[config.mk]
export PLATFORM = sky130hd
export DESIGN_NAME = ctnc_control
export DESIGN_NICKNAME = d
export VERILOG_FILES = /design/src/ctnc_pkg.sv /design/src/ctnc_control.sv
export SDC_FILE = /design/constraint.sdc
export NUM_CORES = 1
export LEC_CHECK = 0
export ABC_AREA = 1
export BUFFER_PORTS_ARGS = -buffer_cell sky130_fd_sc_hd__buf_2
export CAP_MARGIN = 5
export CORE_MARGIN = 2
export CORE_UTILIZATION = 25
export CTS_CLUSTER_DIAMETER = 120
export DETAILED_ROUTE_END_ITERATION = 10
export GPL_ROUTABILITY_DRIVEN = 0
export SYNTH_ARGS = -nofsm -noshare
export SYNTH_HDL_FRONTEND = slang
export SYNTH_SLANG_ARGS = --single-unit
[constraint.sdc]
create_clock -name clock -period 1.4 [get_ports clock]
set_input_delay 0.21 -clock clock [delete_from_list [all_inputs] [get_ports clock]]
set_output_delay 0.21 -clock clock [all_outputs]
set_load 0.05 [all_outputs]
[src/ctnc_pkg.sv]
// ----------------------------------------------------------------------------
// ctnc_pkg
// Shared widths, vertex type and controller command/status structs.
// ----------------------------------------------------------------------------
package ctnc_pkg;

   localparam int COORD_BITS = 32;
   localparam int FRAC_BITS  = 16;
   localparam int RGB_BITS   = 24;
   localparam int QBITS      = COORD_BITS + FRAC_BITS;
   localparam int DIV_STEPS  = QBITS;
   localparam int STEP_BITS  = $clog2(DIV_STEPS + 1);
   localparam int REQ_BYTES  = (4 * COORD_BITS + RGB_BITS + 7) / 8;
   localparam int RSP_BYTES  = (4 * COORD_BITS + RGB_BITS + 7) / 8;

   typedef logic signed [COORD_BITS-1:0] coord_type;

   typedef struct packed {
      coord_type x;
      coord_type y;
      coord_type z;
      coord_type w;
      logic [RGB_BITS-1:0] rgb;
   } vtx_type;

   // output source selection codes
   localparam logic [2:0] SRC_V0 = 3'd0;
   localparam logic [2:0] SRC_V1 = 3'd1;
   localparam logic [2:0] SRC_V2 = 3'd2;
   localparam logic [2:0] SRC_C1 = 3'd3;
   localparam logic [2:0] SRC_C2 = 3'd4;

   typedef struct packed {
      logic       hold0;     // capture input into held slot 0
      logic       hold1;     // capture input into held slot 1
      logic       hold2;     // capture input as third vertex
      logic       clip_go;   // start one interpolation
      logic [1:0] clip_out;  // outside vertex index
      logic [1:0] clip_in;   // inside vertex index
      logic       clip_dst;  // 0: result to C1, 1: to C2
      logic [2:0] src;       // vertex driven to the output register
      logic       emit;      // load output register
   } cmd_type;

   typedef struct packed {
      logic       clip_busy;
      logic       reject;
      logic [2:0] near_out;
   } sts_type;

endpackage

[src/ctnc_control.sv]
// ----------------------------------------------------------------------------
// ctnc_control
// Vertex slot counter, clip sequencing and emit sequencing.
// ----------------------------------------------------------------------------
module ctnc_control (
   input  logic               clock,
   input  logic               reset,
   input  logic               in_valid,
   output logic               in_ready,
   output logic               out_valid,
   input  logic               out_ready,
   output logic               out_last,
   input  ctnc_pkg::sts_type  sts,
   output ctnc_pkg::cmd_type  cmd
);
   import ctnc_pkg::*;

   localparam logic [2:0] ST_IN   = 3'd0;
   localparam logic [2:0] ST_TEST = 3'd1;
   localparam logic [2:0] ST_CLIP = 3'd2;
   localparam logic [2:0] ST_WAIT = 3'd3;
   localparam logic [2:0] ST_EMIT = 3'd4;

   logic [2:0] state_ff, state_in;
   logic [1:0] slot_ff, slot_in;
   logic [2:0] idx_ff, idx_in;
   logic [2:0] cnt_ff, cnt_in;   // number of vertices to emit
   logic       nclip_ff, nclip_in; // clips done
   logic       valid_ff, valid_in, last_ff, last_in;
   logic [1:0] o1, o2, ii;       // role indices
   logic       two_ff, two_in;

   // roles from near flags
   always_comb begin
      two_in = 1'b0; o1 = 2'd0; o2 = 2'd1; ii = 2'd2;
      if (sts.near_out[0] && sts.near_out[1]) begin
         two_in = 1'b1; o1 = 2'd0; o2 = 2'd1; ii = 2'd2;
      end else if (sts.near_out[1] && sts.near_out[2]) begin
         two_in = 1'b1; o1 = 2'd1; o2 = 2'd2; ii = 2'd0;
      end else if (sts.near_out[0] && sts.near_out[2]) begin
         two_in = 1'b1; o1 = 2'd2; o2 = 2'd0; ii = 2'd1;
      end else if (sts.near_out[0]) begin
         o1 = 2'd0; o2 = 2'd1; ii = 2'd2;
      end else if (sts.near_out[1]) begin
         o1 = 2'd1; o2 = 2'd2; ii = 2'd0;
      end else begin
         o1 = 2'd2; o2 = 2'd0; ii = 2'd1;
      end
   end

   logic [2:0] src_sel;
   always_comb begin
      src_sel = SRC_V0;
      if (sts.near_out == 3'b000) begin
         src_sel = (idx_ff == 3'd0) ? SRC_V0 : (idx_ff == 3'd1) ? SRC_V1 : SRC_V2;
      end else if (two_ff) begin
         case (idx_ff)
            3'd0:    src_sel = {1'b0, ii};
            3'd1:    src_sel = SRC_C1;
            default: src_sel = SRC_C2;
         endcase
      end else begin
         case (idx_ff)
            3'd0:    src_sel = {1'b0, o2};
            3'd1:    src_sel = {1'b0, ii};
            3'd2:    src_sel = SRC_C2;
            3'd3:    src_sel = {1'b0, o2};
            3'd4:    src_sel = SRC_C2;
            default: src_sel = SRC_C1;
         endcase
      end
   end

   logic out_free;
   assign out_free = !valid_ff || out_ready;

   always_comb begin
      state_in = state_ff; slot_in = slot_ff; idx_in = idx_ff; cnt_in = cnt_ff;
      nclip_in = nclip_ff; valid_in = valid_ff && !out_ready; last_in = last_ff;
      cmd = '0;
      cmd.src = src_sel;
      in_ready = (state_ff == ST_IN);
      case (state_ff)
         ST_IN: if (in_valid) begin
            case (slot_ff)
               2'd0:    begin cmd.hold0 = 1'b1; slot_in = 2'd1; end
               2'd1:    begin cmd.hold1 = 1'b1; slot_in = 2'd2; end
               default: begin cmd.hold2 = 1'b1; slot_in = 2'd0; state_in = ST_TEST; end
            endcase
         end
         ST_TEST: begin
            idx_in = 3'd0; nclip_in = 1'b0;
            if (sts.reject)                  state_in = ST_IN;
            else if (sts.near_out == 3'b000) begin cnt_in = 3'd3; state_in = ST_EMIT; end
            else begin cnt_in = two_in ? 3'd3 : 3'd6; state_in = ST_CLIP; end
         end
         ST_CLIP: begin
            cmd.clip_go = 1'b1;
            // clip 0 -> C1, clip 1 -> C2
            if (two_ff) begin
               cmd.clip_out = nclip_ff ? o2 : o1; cmd.clip_in = ii;
            end else begin
               cmd.clip_out = o1; cmd.clip_in = nclip_ff ? ii : o2;
            end
            cmd.clip_dst = nclip_ff;
            state_in = ST_WAIT;
         end
         ST_WAIT: if (!sts.clip_busy) begin
            nclip_in = 1'b1;
            state_in = nclip_ff ? ST_EMIT : ST_CLIP;
         end
         ST_EMIT: if (out_free) begin
            cmd.emit = 1'b1;
            valid_in = 1'b1;
            last_in  = (idx_ff == cnt_ff - 3'd1);
            idx_in   = idx_ff + 3'd1;
            if (idx_ff == cnt_ff - 3'd1) state_in = ST_IN;
         end
         default: state_in = ST_IN;
      endcase
   end

   always_ff @(posedge clock) begin
      if (reset) begin
         state_ff <= ST_IN; slot_ff <= 2'd0; idx_ff <= 3'd0; cnt_ff <= 3'd0;
         nclip_ff <= 1'b0; valid_ff <= 1'b0; last_ff <= 1'b0; two_ff <= 1'b0;
      end else begin
         state_ff <= state_in; slot_ff <= slot_in; idx_ff <= idx_in; cnt_ff <= cnt_in;
         nclip_ff <= nclip_in; valid_ff <= valid_in; last_ff <= last_in;
         if (state_ff == ST_TEST) two_ff <= two_in;
      end
   end

   assign out_valid = valid_ff;
   assign out_last  = last_ff;

   a_slot: assert property (@(posedge clock) disable iff (reset) slot_ff != 2'd3)
      else $error("slot out of range");
   a_emit_free: assert property (@(posedge clock) disable iff (reset)
      cmd.emit |-> out_free) else $error("output overwritten");
   a_clip_idle: assert property (@(posedge clock) disable iff (reset)
      cmd.clip_go |-> !sts.clip_busy) else $error("clip started while busy");
   a_no_in_busy: assert property (@(posedge clock) disable iff (reset)
      (state_ff != ST_IN) |-> !in_ready) else $error("input taken while busy");

endmodule

# After elaboration in Yosys (flattened, before gate mapping)
# Cells that the tools add are included.
# W data, S select, Z words.
[op_classes]
eq_ne = 15
muxes = 53
add_sub_neg = 2
n_reduce_logical = 22
bitwise_logic = 1
[op_table]
columns = ["cell", "count"]
rows = [
  ["$mux W3", 15],
  ["$mux W2", 18],
  ["$pmux W3 S5", 1],
  ["$eq A3 B2 Y1 const B", 4],
  ["$mux W1", 12],
  ["$pmux W3 S2", 2],
  ["$ne A2 B2 Y1 const B", 5],
  ["$reduce_and A2 Y1", 5],
  ["$logic_not A3 Y1", 3],
  ["$pmux W3 S3", 1],
  ["$eq A3 B1 Y1 const B", 2],
  ["$eq A3 B3 Y1 const B", 2],
  ["$mux W6", 1],
  ["$reduce_or A2 Y1", 3],
  ["$reduce_and A5 Y1", 1],
  ["$logic_and A1 B1 Y1", 4],
  ["$mux W4", 1],
  ["$pmux W2 S2", 1],
  ["$reduce_bool A2 Y1", 2],
  ["$add A3 B1 Y3 const B", 1],
  ["$eq A3 B3 Y1", 1],
  ["$sub A3 B1 Y3 const B", 1],
  ["$eq A2 B1 Y1 const B", 1],
  ["$logic_not A1 Y1", 2],
  ["4 further kinds", 4],
]
[word_totals]
word_cells = 101
input_bits = 9
output_inout_bits = 16
register_bits = 15

# Depth between registers and ports, before layout
# Gate-level depths: netlist of the first run.
[logic_depth]
depth_word = 8
ltp_mapped = 12
ltp_nobuf = 12

# Least setup slack after synthesis of the first run
# Ideal clock, no wire load.
[synth_timing]
kind = "register -> output"
startpoint = "register idx_ff[1]"
endpoint = "output port cmd[3] (netlist name)"
path_stages_with_launch = 7
required_ns = 1.190
path_buffers = 0
t_arrival_ns = 2.057
path_slack_ns = -0.867
cell_sequence = "dfxtp_1 > inv_1 > ha_1 > o21ai_0 > o21ai_1 > o211ai_1 > a211oi_1"
[synth_rtl]
columns = ["element", "line", "source"]
rows = [
  ["start: declaration", "ctnc_control.sv:26", "logic [2:0] idx_ff, idx_in;"],
  ["start signal: assignment", "ctnc_control.sv:128", "state_ff <= state_in; slot_ff <= slot_in; idx_ff <= idx_in; cnt_ff <= cnt_in;"],
  ["end: declaration", "ctnc_control.sv:14", "output ctnc_pkg::cmd_type cmd"],
]

==> flow_metrics.py, run 1 <==
metrics = {
    "detailed_routing": {
        "via_count": 1328,
        "wire_per_inst_microns": 10.5,
        "drt-total-wl_mm": 3.15,
        "drcViolationCount": 0,
        "drt-pass1-iter-count": 4,
        "vias_per_cell": 4.41,
        "ant_nets": 0,
        "drt_iter0_markers": 31,
    },
    "clock_tree": {
        "clk-insertion-delay-late_ns": 0.25,
        "cts_sinks": 15,
        "htree_levels": 1,
        "cts_tree": "built",
        "root_buffer": "clkbuf_8",
        "clk_pin_slew_ns": 0.06,
        "hold_buffers": 0,
        "numCtsBuffers": 3,
        "cts_max_path_buffers": 2,
    },
    "yosys": {
        "yosys.area_share.adder": 0.0690,
        "synth-simple-area-share": 0.320,
        "synth-compound-area-share": 0.204,
        "syn_inst": 180,
        "synth_seq_cells": 15,
        "synth_top_family_by_area": "simple AND/OR/NAND/NOR gates",
        "avgSynthCellArea_sq_um": 6.04,
        "synth_xor_xnor_area_share": 0,
        "muxShareOfSynthArea": 0,
        "synth_cell_types": 23,
        "ys_seq_area_frac": 0.276,
        "synth_warnings": 0,
        "syn-num-nets": 195,
        "netlist_area_sq_um": 1090,
    },
    "power_and_ir_drop": {
        "p_clk_frac": 0.086,
        "pwr-share-seq": 0.168,
        "p_comb_frac": 0.746,
        "p_leak_nw": 0.956,
        "intPower_mw": 2.15,
        "p_sw_frac": 0.488,
        "p_total_mw": 4.21,
        "powerDensity_nw_per_um2": 2010,
        "switchingPower_mw": 2.06,
        "irDropWorstVdd_v": 0.00105,
    },
    "timing": {
        "post-route-period-util": 1.29,
        "rsz0062_at_grt": "true",
        "layout_setup_ws_ns": -0.400,
        "max-slew-margin-rel": 0.825,
        "min_period_ns": 1.80,
        "tightest_slew_ns": 0.262,
        "finalHoldViolCount": 0,
        "slew_violations": 0,
        "setup_violations": 13,
        "fmax_mhz": 556,
        "fin_skew_ns": 0.00429,
    },
    "critical_path": {
        "cp_cell_sequence": "inv_4 -> ha_4 -> inv_2 -> nor2_4 -> inv_2 -> o211ai_1 -> nand2_1 -> a21oi_4 -> buf_6",
        "cp_top_family": "flip-flops",
        "crit_path_top_delay_cell": "dfxtp_4",
        "critPathKind": "flip-flop to output port",
        "path_common_cell": "inv_2",
        "worstPathMaxFanout": 4,
        "cpPeakStageDelay_ns": 0.37,
        "cp.arrival_ns": 1.59,
        "crit_required_ns": 1.19,
        "cp.buffers_inverters": 4,
        "end_kind": "output port",
        "cp-start-kind": "flip-flop",
    },
    "global_routing": {
        "antenna_found_initial": 0,
        "grt_pass1_vias": 1263,
        "grt_max_degree": 10,
        "grt_overflow": 0,
        "grt_use_total": 0.134,
        "grt_pass1_wl_mm": 5.42,
    },
    "floorplan": {
        "die_area_sq_um": 4890,
        "chipWidth_microns": 70.0,
        "initial_core_util": 0.266,
        "boundaryPins": 25,
        "design.core.area_sq_um": 4090,
        "num_rows": 23,
        "die_y_microns": 70.0,
    },
    "placement": {
        "place_hpwl_mm": 2.31,
        "portBuffers": 24,
        "placed_cell_area_sq_um": 1660,
    },
    "status": {
        "outcome": "finished with violations",
        "violations": "setup timing",
    },
    "final_layout": {
        "final_area_sq_um": 2100,
        "nFillCells": 413,
        "insertedDiodeCount": 0,
        "utilization": 0.513,
        "drive_gt1_frac": 0.566,
        "nets": 267,
        "area_growth_pct": 92.8,
    },
    "min_path": {
        "hp-class": "input port to flip-flop",
    },
    "run": {
        "maxCapViolCount": 0,
    },
}
==> per-stage QoR <==
| stage | hold slack [ns] | cells | TNS (ns) | setup WS [ns] |
|---|---|---|---|---|
| final | 0.221 | 301 | -2.41 | -0.400 |
| after global routing | 0.238 | 301 | -3.69 | -0.497 |
| after CTS | 0.218 | 298 | -2.02 | -0.398 |
| after global placement | 0.454 | 285 | -0.896 | -0.245 |
| after detailed placement | 0.462 | 285 | -0.925 | -0.261 |
| after floorplan | 0.380 | 180 | -0.773 | -0.234 |
==> registers in the layout, indices dropped and copies added, names as in the netlist <==
register,flops
nclip_ff,1
slot_ff,2
out_valid,1
state_ff,3
out_last,1
two_ff,1
idx_ff,3
cnt_ff,3
==> cells by family after synthesis <==
kind of cell	Yosys count
buf+inv	38
simple gates	81
flops	15
fa+ha+maj	6
compound gates	40
==> cell type report <==
class	count	area, sq um	share of cell area
multi-input combinational	127	935	0.446
timing repair buffer	68	583	0.278
sequential	15	320	0.153
inverter	37	150	0.0716
tap	50	62.6	0.0299
clock buffer	4	45.0	0.0215
==> Yosys cell counts (all sizes together) <==
cell type	instances	area, sq um
a22oi	1	7.51
ha	6	75.1
nand2	47	181
a31oi	2	12.5
clkinv	1	3.75
a21oi	18	90.1
buf	1	3.75
or2	1	6.26
inv	36	135
nor2	26	115
o211ai	2	15.0
nand3	6	35.0
a211oi	3	22.5
o21ai	14	73.8
nor3	1	10.0
dfxtp	15	300
==> worst register-to-register path, cell delays in order (launching register included) <==
cell,delay (ns)
dfxtp_4,0.36
nor2_4,0.18
nand2_4,0.09
buf_6,0.14
buf_4,0.12
o21ai_2,0.13
inv_2,0.07
a21oi_1,0.13
nor2_1,0.05
==> power groups by stage <==
stage | sequential, mW | combinational [mW] | clock, mW
after floorplan | 0.673 | 1.69 | 0
after global placement | 0.665 | 2.35 | 0
after detailed placement | 0.665 | 2.38 | 0
after CTS | 0.700 | 2.92 | 0.377
after global routing | 0.725 | 3.40 | 0.399
final | 0.707 | 3.14 | 0.364
==> timing repair <==
action                                  in CTS  in global routing
endpoints found under the setup margin      17                 18
setup buffers                                9                  4
pin swaps                                   21                 19
resized for setup                           65                 25
endpoints found under the hold margin        0                  0
==> per-layer routing <==
layer	part of all wire	vias up	track usage	wire length (microns)
li1	-	710	-	-
met1	0.44	590	0.160	1390
met2	0.51	23	0.237	1610
met3	0.035	5	0.0289	111
met4	0.014	0	0.0449	45
met5	0	-	0	0
==> final timing paths <==
path / from / endpoint / slack, ns / cells past startpoint
worst max-delay path: idx_ff[1] / cmd[1] / -0.40 / 9
worst min-delay path: sts[4] / nclip_ff / 0.22 / 4
worst max register to register: state_ff[2] / state_ff[1] / 0.01 / 8
worst min register to register: cnt_ff[1] / cnt_ff[1] / 0.48 / 2
==> layout by cell type (no fill, tap or decap), types with 2 or more instances in the layout <==
cell type,instances
nand2_1,37
buf_4,37
inv_1,22
buf_6,16
a21oi_1,13
nor2_1,12
inv_2,11
buf_2,10
nor2_4,8
o21ai_1,8
dfxtp_2,7
nand2_2,6
nor2_2,6
dfxtp_1,5
buf_8,5
nand2_4,4
o21ai_2,4
ha_4,4
inv_4,3
a21oi_4,3
nand3_1,3
clkbuf_8,3
dfxtp_4,3
a211oi_4,2
a31oi_4,2
o211ai_1,2
a21oi_2,2
nand3_2,2
ha_1,2
(Power assumes the default switching activity.)
==> run 2, diff against run 1 <==
- ABC_AREA: 1 -> 0
- REMOVE_ABC_BUFFERS: not set -> 1
==> run 2 against run 1 <==
Against the previous run: the run still ends with setup timing left; global-route usage is 0.85 points lower; synthesized cell count is 15% lower; critical endpoint unchanged; combinational power is 92% lower; clock power is 2% lower; register-to-register slack worse by 0.02 ns; fmax is 4.9% lower; routed wire length is 2.8% higher; final area is 4.5% lower; flip-flop and latch count stayed put; highest routed layer unchanged; hold slack better by 0.051 ns.
==> flow_metrics.py, run 2 <==
metrics = {
    "final_layout": {
        "insertedDiodeCount": 0,
        "final_common_cell": "buf_4",
        "final_cell_mix": "buf_4 (35), buf_6 (17), nand2_1 (14), a21oi_1 (14), nor2_1 (14)",
        "area_growth_pct": 73.7,
        "drive_gt1_frac": 0.553,
        "final_area_sq_um": 2000,
        "nets": 233,
        "top_regs": "cnt_ff (3), idx_ff (3), state_ff (3)",
    },
    "floorplan": {
        "initial_core_util": 0.263,
        "num_rows": 24,
        "die_y_microns": 71.9,
        "boundaryPins": 25,
        "die_area_sq_um": 5170,
        "design.core.area_sq_um": 4380,
        "chipWidth_microns": 71.9,
    },
    "detailed_routing": {
        "drcViolationCount": 0,
        "wire_per_inst_microns": 12.1,
        "drt-total-wl_mm": 3.24,
        "via_count": 1289,
        "drt-pass1-iter-count": 6,
        "drt_iter0_markers": 46,
        "vias_per_cell": 4.79,
        "ant_nets": 0,
    },
    "status": {
        "violations": "setup timing",
        "outcome": "finished with violations",
    },
    "clock_tree": {
        "cts_max_path_buffers": 2,
        "clk_pin_slew_ns": 0.06,
        "clk-insertion-delay-late_ns": 0.25,
        "cts_sinks": 15,
        "hold_buffers": 0,
        "root_buffer": "clkbuf_8",
        "numCtsBuffers": 3,
        "htree_levels": 1,
        "cts_tree": "built",
    },
    "timing": {
        "finalHoldViolCount": 0,
        "holdWs_ns": 0.272,
        "layout_setup_ws_ns": -0.493,
        "tightest_slew_ns": 0.346,
        "fin_skew_ns": 0.00213,
        "slew_violations": 0,
        "max-slew-margin-rel": 0.769,
        "setup_violations": 15,
        "tns_ns": -3.20,
        "fmax_mhz": 528,
        "rsz0062_at_grt": "true",
        "post-route-period-util": 1.35,
        "min_period_ns": 1.89,
    },
    "placement": {
        "place_hpwl_mm": 2.23,
        "placed_cell_area_sq_um": 1570,
        "dp_slack_ns": -0.393,
        "portBuffers": 24,
    },
    "min_path": {
        "hp-class": "input port to flip-flop",
    },
    "power_and_ir_drop": {
        "irDropWorstVdd_v": 0.000315,
        "p_leak_nw": 0.898,
        "powerDensity_nw_per_um2": 530,
    },
    "critical_path": {
        "critPathKind": "flip-flop to output port",
        "cp.arrival_ns": 1.68,
        "worstPathMaxFanout": 4,
        "crit_required_ns": 1.19,
        "cp_top_family": "compound AO/OA/AOI/OAI gates",
        "cp.buffers_inverters": 3,
        "cp-start-kind": "flip-flop",
        "end_kind": "output port",
        "cpPeakStageDelay_ns": 0.38,
        "cp_cell_sequence": "inv_4 -> ha_4 -> buf_4 -> a21o_1 -> a221oi_2 -> o32ai_2 -> buf_6",
        "crit_path_top_delay_cell": "dfxtp_4",
    },
    "run": {
        "maxCapViolCount": 0,
    },
    "global_routing": {
        "grt_pass1_vias": 1219,
        "grt_max_degree": 16,
        "grt_use_total": 0.126,
        "grt_pass1_wl_mm": 5.29,
        "grt_overflow": 0,
        "antenna_found_initial": 0,
    },
    "yosys": {
        "synthArstFlopShare": 0,
        "synth_most_common_cell": "a21oi_1",
        "synth_area_leader_cell": "dfxtp_1",
        "synth.area.top_cells": "dfxtp_1 (26%), a21oi_1 (8.7%), ha_1 (6.5%), nand2_1 (5.5%), nor2_1 (5.2%)",
        "synth_top_cell_area_share": 0.261,
        "synthFlopType": "dfxtp_1",
        "ys_seq_area_frac": 0.261,
        "synth_commonest_cells": "a21oi_1 (20), nand2_1 (17), nor2_1 (16)",
        "syn_inst": 153,
        "synth_seq_cells": 15,
        "avgSynthCellArea_sq_um": 7.53,
        "synth_cell_types": 45,
        "synth_edf_count": 0,
        "synth_warnings": 0,
        "netlist_area_sq_um": 1150,
    },
}
==> run 2: cell count changes after synthesis, moves of 3 or more <==
cell and change:
nand2_1 -28, inv_1 -21, nor2_1 -5, buf_4 +4, inv_2 -4, nor2_2 -4
nor2b_1 +4, nor3_1 +3, o21ai_1 -3, xor2_1 +3
==> run 2: tightest hold or removal path, delay by kind of cell <==
kind	cells	cell delay (ns)
simple gates	1	0.09
buf+inv	1	0.11
compound gates	1	0.07
==> run 2: cell type report <==
| type | count | area (sq um) |
|---|---|---|
| Sequential cell | 15 | 319 |
| Clock inverter | 1 | 5.00 |
| Tap cell | 52 | 65.1 |
| Inverter | 11 | 43.8 |
| Multi-Input combinational cell | 118 | 913 |
| Clock buffer | 3 | 41.3 |
| Fill cell | 449 | 2380 |
| Timing Repair Buffer | 69 | 614 |
==> run 2: through the flow <==
| stage | utilization | std cells | power (mW) |
|---|---|---|---|
| floorplan | - | 144 | 0.571 |
| global placement | 0.358 | 257 | 0.663 |
| detailed placement | 0.358 | 257 | 0.665 |
| CTS | 0.419 | 264 | 1.05 |
| global route | 0.457 | 269 | 1.12 |
| finish | 0.457 | 269 | 1.06 |
==> run 2: layer usage <==
layer  routed length (microns)  part of all wire  GRT usage
met5                         0                 0          0
met4                        53             0.016     0.0440
met3                       101             0.031     0.0194
met2                      1610              0.50      0.208
met1                      1480              0.46      0.167
==> run 2: kinds of logic after synthesis <==
logic type | Yosys count | synth area share
compound gates | 47 | 0.257
flops | 15 | 0.261
simple gates | 61 | 0.288
buf+inv | 20 | 0.0869
fa+ha+maj | 6 | 0.0651
xor+xnor | 4 | 0.0423
==> run 2: path summary, 6_finish.rpt <==
kind | startpoint | endpoint | slack [ns] | cells past startpoint
hold / removal | sts[4] | state_ff[1] | 0.27 | 3
setup / recovery | idx_ff[1] | cmd[1] | -0.49 | 7
setup reg to reg | state_ff[0] | slot_ff[0] | -0.01 | 8
hold reg to reg | cnt_ff[1] | cnt_ff[1] | 0.46 | 2
==> run 2: power breakdown <==
part / total [mW] / switching [mW] / internal [mW]
Clock: 0.357 / 0.160 / 0.197
Sequential: 0.438 / 0.0104 / 0.428
Combinational: 0.266 / 0.141 / 0.125
Total: 1.06 / 0.312 / 0.750
==> run 2: what timing repair did <==
action	in CTS	in global routing
endpoints found under the hold margin	0	0
buffers inserted	3	7
resized for setup	61	36
setup endpoints to repair	15	22
pin swaps	8	12
